**src/rtl/usfp_pkg.sv**
```systemverilog
// ----------------------------------------------------------------------------
// usfp_pkg: shared types and constants of the UART status frame parser
// Payload structs, frame byte codes, result codes and sizing constants.
// ----------------------------------------------------------------------------
package usfp_pkg;

   // Body bytes after which an open frame is dropped as an overflow
   localparam int unsigned BODY_LIMIT = 200;

   localparam logic [15:0] TIMEOUT_RESET = 16'd500;

   // Frame byte codes
   localparam logic [7:0] BYTE_HEAD0  = 8'hBC;
   localparam logic [7:0] BYTE_HEAD1  = 8'hFD;
   localparam logic [7:0] BYTE_END    = 8'hAE;
   localparam logic [7:0] CMD_STATUS  = 8'h81;
   localparam logic [7:0] VAL_READY   = 8'h01;
   localparam logic [7:0] VAL_NOPAPER = 8'h03;
   localparam logic [7:0] VAL_PRINTED = 8'h04;

   // Input item kinds
   localparam logic MODE_BYTE = 1'b0;
   localparam logic MODE_TICK = 1'b1;

   // Status event codes
   localparam logic [1:0] EVENT_NONE    = 2'd0;
   localparam logic [1:0] EVENT_READY   = 2'd1;
   localparam logic [1:0] EVENT_NOPAPER = 2'd2;
   localparam logic [1:0] EVENT_PRINTED = 2'd3;

   // Abort codes
   localparam logic [1:0] ABORT_NONE     = 2'd0;
   localparam logic [1:0] ABORT_OVERFLOW = 2'd1;
   localparam logic [1:0] ABORT_TIMEOUT  = 2'd2;

   typedef struct packed {
      logic       mode;
      logic [7:0] rx_byte;
   } req_type;

   typedef struct packed {
      logic       frame_done;
      logic [7:0] frame_cmd;
      logic [7:0] frame_value;
      logic [1:0] status_event;
      logic [1:0] abort_code;
   } rsp_type;

endpackage

```
**src/rtl/usfp_parser.sv**
```systemverilog
// ----------------------------------------------------------------------------
// usfp_parser: frame state machine
// Holds the parse state and works out one result for each accepted item.
// ----------------------------------------------------------------------------
module usfp_parser (
   input  logic             clock,
   input  logic             reset,
   input  logic             step,
   input  usfp_pkg::req_type item,
   input  logic [15:0]      timeout_ticks,
   output usfp_pkg::rsp_type result
);
   import usfp_pkg::*;

   typedef enum logic [7:0] {
      PH_HEAD0 = 8'b0000_0001,
      PH_HEAD1 = 8'b0000_0010,
      PH_CMD   = 8'b0000_0100,
      PH_LEN   = 8'b0000_1000,
      PH_DATA  = 8'b0001_0000,
      PH_TRL1  = 8'b0010_0000,
      PH_TRL2  = 8'b0100_0000,
      PH_END   = 8'b1000_0000
   } phase_type;

   phase_type   phase_ff, phase_in;
   logic [7:0]  body_count_ff, body_count_in;
   logic [7:0]  bytes_left_ff, bytes_left_in;
   logic [7:0]  held_cmd_ff, held_cmd_in;
   logic [7:0]  held_value_ff, held_value_in;
   logic [16:0] elapsed_ff, elapsed_in;

   logic [7:0]  body_next;
   logic        limit_hit;
   logic [7:0]  left_next;

   assign body_next = body_count_ff + 8'd1;
   assign limit_hit = (body_next >= 8'(BODY_LIMIT));
   assign left_next = bytes_left_ff - 8'd1;

   always_comb begin
      phase_in      = phase_ff;
      body_count_in = body_count_ff;
      bytes_left_in = bytes_left_ff;
      held_cmd_in   = held_cmd_ff;
      held_value_in = held_value_ff;
      elapsed_in    = elapsed_ff;
      result        = '0;

      if (item.mode == MODE_TICK) begin
         if (phase_ff != PH_HEAD0) begin
            elapsed_in = elapsed_ff + 17'd1;
            if (elapsed_in > {1'b0, timeout_ticks}) begin
               phase_in          = PH_HEAD0;
               elapsed_in        = '0;
               result.abort_code = ABORT_TIMEOUT;
            end
         end
      end else begin
         // store a body byte in every phase that counts one
         if (phase_ff == PH_CMD || phase_ff == PH_LEN || phase_ff == PH_DATA ||
             phase_ff == PH_TRL1 || phase_ff == PH_TRL2) begin
            body_count_in = body_next;
            if (body_count_ff == 8'd2) begin
               held_value_in = item.rx_byte;
            end
         end

         unique case (phase_ff)
            PH_HEAD0: begin
               if (item.rx_byte == BYTE_HEAD0) begin
                  body_count_in = '0;
                  elapsed_in    = '0;
                  phase_in      = PH_HEAD1;
               end
            end
            PH_HEAD1: begin
               if (item.rx_byte == BYTE_HEAD1) begin
                  phase_in = PH_CMD;
               end
            end
            PH_CMD: begin
               held_cmd_in   = item.rx_byte;
               bytes_left_in = '0;
               phase_in      = PH_LEN;
            end
            PH_LEN: begin
               bytes_left_in = item.rx_byte;
               phase_in      = (item.rx_byte != 8'd0) ? PH_DATA : PH_TRL1;
            end
            PH_DATA: begin
               if (limit_hit) begin
                  phase_in          = PH_HEAD0;
                  elapsed_in        = '0;
                  result.abort_code = ABORT_OVERFLOW;
               end else begin
                  bytes_left_in = left_next;
                  if (left_next == 8'd0) begin
                     phase_in = PH_TRL1;
                  end
               end
            end
            PH_TRL1, PH_TRL2: begin
               if (limit_hit) begin
                  phase_in          = PH_HEAD0;
                  elapsed_in        = '0;
                  result.abort_code = ABORT_OVERFLOW;
               end else begin
                  phase_in = (phase_ff == PH_TRL1) ? PH_TRL2 : PH_END;
               end
            end
            PH_END: begin
               if (item.rx_byte == BYTE_END) begin
                  result.frame_done  = 1'b1;
                  result.frame_cmd   = held_cmd_ff;
                  result.frame_value = held_value_ff;
                  if (held_cmd_ff == CMD_STATUS) begin
                     case (held_value_ff)
                        VAL_READY:   result.status_event = EVENT_READY;
                        VAL_NOPAPER: result.status_event = EVENT_NOPAPER;
                        VAL_PRINTED: result.status_event = EVENT_PRINTED;
                        default:     result.status_event = EVENT_NONE;
                     endcase
                  end
                  phase_in   = PH_HEAD0;
                  elapsed_in = '0;
               end
            end
            default: begin
               phase_in = PH_HEAD0;
            end
         endcase
      end
   end

   always_ff @(posedge clock) begin
      if (reset) begin
         phase_ff      <= PH_HEAD0;
         body_count_ff <= '0;
         bytes_left_ff <= '0;
         held_cmd_ff   <= '0;
         held_value_ff <= '0;
         elapsed_ff    <= '0;
      end else if (step) begin
         phase_ff      <= phase_in;
         body_count_ff <= body_count_in;
         bytes_left_ff <= bytes_left_in;
         held_cmd_ff   <= held_cmd_in;
         held_value_ff <= held_value_in;
         elapsed_ff    <= elapsed_in;
      end
   end

endmodule

```
**src/rtl/usfp_out_reg.sv**
```systemverilog
// ----------------------------------------------------------------------------
// usfp_out_reg: result register
// Holds one result until the consumer takes it; frees itself on the take.
// ----------------------------------------------------------------------------
module usfp_out_reg (
   input  logic              clock,
   input  logic              reset,
   input  logic              load,
   input  usfp_pkg::rsp_type result,
   output logic              can_load,
   output logic              rsp_valid,
   input  logic              rsp_ready,
   output usfp_pkg::rsp_type rsp_data
);
   import usfp_pkg::*;

   logic    valid_ff, valid_in;
   rsp_type data_ff;

   // free when empty or emptied this cycle
   assign can_load = !valid_ff || rsp_ready;
   assign valid_in = load || (valid_ff && !rsp_ready);

   always_ff @(posedge clock) begin
      if (reset) begin
         valid_ff <= 1'b0;
      end else begin
         valid_ff <= valid_in;
      end
   end

   always_ff @(posedge clock) begin
      if (load) begin
         data_ff <= result;
      end
   end

   assign rsp_valid = valid_ff;
   assign rsp_data  = data_ff;

endmodule

```
**src/rtl/uart_status_frame_parser_top.sv**
```systemverilog
// ----------------------------------------------------------------------------
// uart_status_frame_parser_top: printer status frame parser
// Parses received UART bytes and time ticks for BC FD status frames.
// ----------------------------------------------------------------------------
// Each request item is one received byte (mode 0) or one time tick (mode 1),
// and each gives exactly one response item, in the cycle after it is accepted.
// An item is taken in every cycle while the response register is empty or
// being emptied, so the block sustains one item per clock; the only limit is
// the single response register, which stalls requests while it holds an item
// and rsp_ready is low.
// Frames are BC FD cmd len data[len] t1 t2 AE. On the AE the response carries
// frame_done, the command and the body byte at offset two, plus a status
// event for command 0x81. Frames that reach the body limit abort with code
// overflow; frames open longer than timeout_ticks ticks abort with timeout.
// The timeout register is written through the csr channel, which is always
// ready; write it only while no request is outstanding.
// ----------------------------------------------------------------------------
module uart_status_frame_parser_top (
   input  logic              clock,
   input  logic              reset,

   input  logic              req_valid,
   output logic              req_ready,
   input  usfp_pkg::req_type req_data,

   output logic              rsp_valid,
   input  logic              rsp_ready,
   output usfp_pkg::rsp_type rsp_data,

   input  logic              csr_valid,
   output logic              csr_ready,
   input  logic [15:0]       csr_data
);
   import usfp_pkg::*;

   logic [15:0] timeout_ff;
   logic        step;
   logic        can_load;
   rsp_type     result;

   // Timeout register: accept a write in any cycle
   assign csr_ready = 1'b1;

   always_ff @(posedge clock) begin
      if (reset) begin
         timeout_ff <= TIMEOUT_RESET;
      end else if (csr_valid) begin
         timeout_ff <= csr_data;
      end
   end

   // Take a request whenever the response register can hold its result
   assign req_ready = can_load;
   assign step      = req_valid && req_ready;

   usfp_parser u_parser (
      .clock         (clock),
      .reset         (reset),
      .step          (step),
      .item          (req_data),
      .timeout_ticks (timeout_ff),
      .result        (result)
   );

   usfp_out_reg u_out_reg (
      .clock     (clock),
      .reset     (reset),
      .load      (step),
      .result    (result),
      .can_load  (can_load),
      .rsp_valid (rsp_valid),
      .rsp_ready (rsp_ready),
      .rsp_data  (rsp_data)
   );

endmodule

```
**config.mk**
```make
export PLATFORM = sky130hd
export DESIGN_NAME = uart_status_frame_parser_top
export DESIGN_NICKNAME = d
export VERILOG_FILES = /design/src/rtl/usfp_pkg.sv /design/src/rtl/usfp_parser.sv /design/src/rtl/usfp_out_reg.sv /design/src/rtl/uart_status_frame_parser_top.sv
export SDC_FILE = /design/constraint.sdc
export NUM_CORES = 1
export LEC_CHECK = 0
export ABC_AREA = 0
export BUFFER_PORTS_ARGS = -buffer_cell sky130_fd_sc_hd__buf_2
export CORE_MARGIN = 2
export CORE_UTILIZATION = 59
export CTS_CLUSTER_DIAMETER = 200
export DETAILED_ROUTE_END_ITERATION = 7
export PLACE_DENSITY = 0.8
export REMOVE_ABC_BUFFERS = 1
export SLEW_MARGIN = 10
export SYNTH_ARGS = -nofsm -noshare
export SYNTH_HDL_FRONTEND = slang
export SYNTH_SLANG_ARGS = --single-unit
```
**constraint.sdc**
```tcl
create_clock -name clock -period 4.37 [get_ports clock]
set_input_delay 0.437 -clock clock [delete_from_list [all_inputs] [get_ports clock]]
set_output_delay 0.437 -clock clock [all_outputs]
set_load 0.01 [all_outputs]
```
==> results.md <==
* Clock Skew at about 0.014 ns
* Final Total Pwr at 1580 uW
* Post-synthesis async set-or-reset flop share at 0%
* CTS tree: yes
* Number of synthesized register bits at 95
* Top cell type's share of synthesized area at 30.3%
* DP HPWL at between 7000 and 8000 microns
* Final setup fails at 0
* Area Growth Syn to Fin at 10.3%
* CP required at 4.69 ns
* Global Route Usage Sum at 24.6%
* Final net count at ~600
* Deepest clock path buffer count at 2
* Tcrit/Tclk final at about nine tenths
* Min cycle time layout at 3.92 ns
* Routed vias/inst at 5.95
* Pleak at ~0.0022 uW
* # IOs at 54
* First-pass GRT wire length at 17300 microns
* Skew-Pair Late Insertion Delay at 0.38 ns
* Top post-synthesis cells by count: dfxtp_1, nor2_1, nand2_1
* Crit path from: u_parser.elapsed_ff[0]
* Detail Route Antenna Nets at 0
* Layout cell share with drive strength beyond 1 at approximately 15%
* GRT overflow at 0
* Crit-path slowest cell: and3_1
* Simple-gate area share of the yosys netlist at 21.6%
* Reg2Reg Depth at 13
* Post-CTS setup buffer count at 0
* Worst reg2reg setup slack at 0.45 ns
* Combinational family with the most area after synthesis: simple AND/OR/NAND/NOR gates
* Status: finished clean
* Drt initial violations at roughly 230
* Ant. Diodes at 0
* Initial antenna violation count at 0
* Compound-Gate Fraction of Synth Area at 14.8%
* Die H at 95 microns
* CTS Hold Bufs at 0
* Ranking of synthesized cells by area: dfxtp_1, edfxtp_1, mux2i_1
* Vias in the first global route at 3638
* Worst-Margin Slew at 1.12 ns
* Synth Cell Area at 0.00489 sq mm
* Crit path cell chain: ha_1 -> nand4_1 -> and2_1 -> or2_2 -> ha_1 -> nand4_1 -> nor3_1 -> a2111oi_0 -> o211ai_1 -> a211oi_1 -> buf_4 -> and3_1 -> a22o_1
* CTS Sinks at 95
* Count leader, synth: dfxtp_1
* Die Span X at roughly 95 microns
* H-Tree Depth at 3
* Xor/xnor share of the synthesized area at 5.02%
* Final hold vios at 0
* CP Launch Type: flip-flop
* Hold Path Class: in2reg
* Slew margin rel. at 24.9%
* Num CTS Buffers at 9
* Max incr delay on CP at 0.51 ns
* Prevailing post-synth register cell: dfxtp_1
* Syn. warnings at 0
* TNS Setup at 0 ns
* Cts repair resizes at 0
* Root buffer cell: clkbuf_8
* R2r startpoint: u_parser.elapsed_ff[0]
* Site Rows at 33
* Largest net degree at the start of global routing at 44
* Sequential area share after synthesis at a little over two fifths
* DRC at 0
* WL per Instance at roughly 16 microns
* Setup CP Type: reg2reg
* Peak supply drop at 0.166 mV
* Synth Instances at between 500 and 600
* CP arrival at 4.24 ns
* Nature of the critical path endpoint: flip-flop
* Die area at 0.00903 sq mm
* Pwr per Cell Area at a little under 300 mW/mm^2
* Max cap viols at 0
* Syn_area_per_cell at 9.40 sq um
* Starting Density at 60.1%
* F_max at approximately 0.26 GHz
* Routability-driven placement congestion ratio at between 0.8 and 0.9
* Adder-Cell Fraction of Synth Area at 5.38%
* End point of the critical path: u_parser.elapsed_ff[9]
* DRT Pass-1 Iters at 5
* Via count at 3993
* IO buf count at 52
* Core area at between 0.008 and 0.009 sq mm
* Synth unique cells at 62
* Post-synth EDFFs at 21
* Worst-path fanout max at 13
* Unrepaired setup endpoints after global routing: no
* Cell taking the most area after synthesis: dfxtp_1
* Worst-path clk slew at 0.10 ns
* Pins Over Slew Limit at 0
* Post-synthesis mux area share at 5.74%
* Reg2reg end: u_parser.elapsed_ff[9]
* Total Routed Length at 10700 microns
-- power breakdown --
| group | internal [uW] | switching (uW) | total [uW] |
|---|---|---|---|
| combinational | 35.6 | 65.7 | 101 |
| sequential | 914 | 6.48 | 920 |
| clock | 219 | 344 | 563 |
-- state kept, by name (all words and copies together) (netlist names) --
signal	flops
u_out_reg.rsp_data	21
u_parser.elapsed_ff	17
timeout_ff	16
u_parser.body_count_ff	8
u_parser.bytes_left_ff	8
u_parser.held_cmd_ff	8
u_parser.held_value_ff	8
u_parser.phase_ff	8
u_out_reg.rsp_valid	1
-- cell type report --
| cell class | instances | area (sq um) |
|---|---|---|
| clock inverters | 7 | 61.3 |
| well taps | 105 | 131 |
| flip-flops and latches | 95 | 2110 |
| multi-input cells | 374 | 2570 |
| repair buffers | 56 | 290 |
| fillers | 667 | 2750 |
| clock buffers | 9 | 124 |
| inverters | 25 | 93.8 |
-- stage by stage --
step / setup slack (ns) / std cells / util (%) / hold slack (ns) / cell area, sq um
finish: 0.450 / 671 / 66.2 / 0.282 / 5390
global route: 0.126 / 671 / 66.2 / 0.286 / 5390
global placement: 0.717 / 655 / 64.0 / 0.468 / 5200
floorplan: 0.798 / 494 / - / 0.450 / 4770
CTS: 0.482 / 671 / 66.2 / 0.277 / 5390
detailed placement: 0.594 / 655 / 64.0 / 0.470 / 5200
-- logic make-up after synthesis --
group / after synthesis
XOR/XNOR: 28
buffers and inverters: 51
multiplexers: 28
flip-flops: 95
AO/OA/AOI/OAI: 94
adder cells (fa/ha/maj): 21
other: 1
AND/OR/NAND/NOR: 202
-- cell usage in the layout (no fill, tap or decap), types with 9 or more instances in the layout --
master and instances:
a22o_1 13, nor2_1 59, ha_1 21, o21ai_0 11
dfxtp_1 74, xor2_1 12, xnor2_1 16, nor3_1 12
buf_2 52, inv_1 23, and3_1 20, a21oi_1 19
edfxtp_1 21, nand3_1 13, mux2i_1 28, nand2_1 33
clkbuf_8 9, o211ai_1 9, nand4_1 10
-- routing by layer --
layer	global-route usage [%]	wire length (microns)	share of wire (%)
met1	32.5	4730	44
met2	40.5	5160	48
met4	8.45	191	1.8
met3	4.55	631	5.9
met5	0	0	0
-- worst max-delay path, delay by kind of cell (launching register included) --
kind | cells | cell delay (ns)
flip-flops | 1 | 0.47
buffers and inverters | 1 | 0.19
AO/OA/AOI/OAI | 4 | 1.06
adder cells (fa/ha/maj) | 2 | 0.57
AND/OR/NAND/NOR | 6 | 1.56
-- worst min-delay path by stage --
stage / startpoint / endpoint / slack (ns) / depth (start not counted)
finish: csr_data[8] / timeout_ff[8] / 0.28 / 3
global route: csr_data[8] / timeout_ff[8] / 0.29 / 3
CTS: csr_data[8] / timeout_ff[8] / 0.28 / 3
detailed placement: u_parser.elapsed_ff[16] / u_parser.elapsed_ff[16] / 0.47 / 1
global placement: u_parser.held_cmd_ff[7] / u_parser.held_cmd_ff[7] / 0.47 / 2
floorplan: u_parser.elapsed_ff[16] / u_parser.elapsed_ff[16] / 0.45 / 1
(Power assumes the default switching activity.)
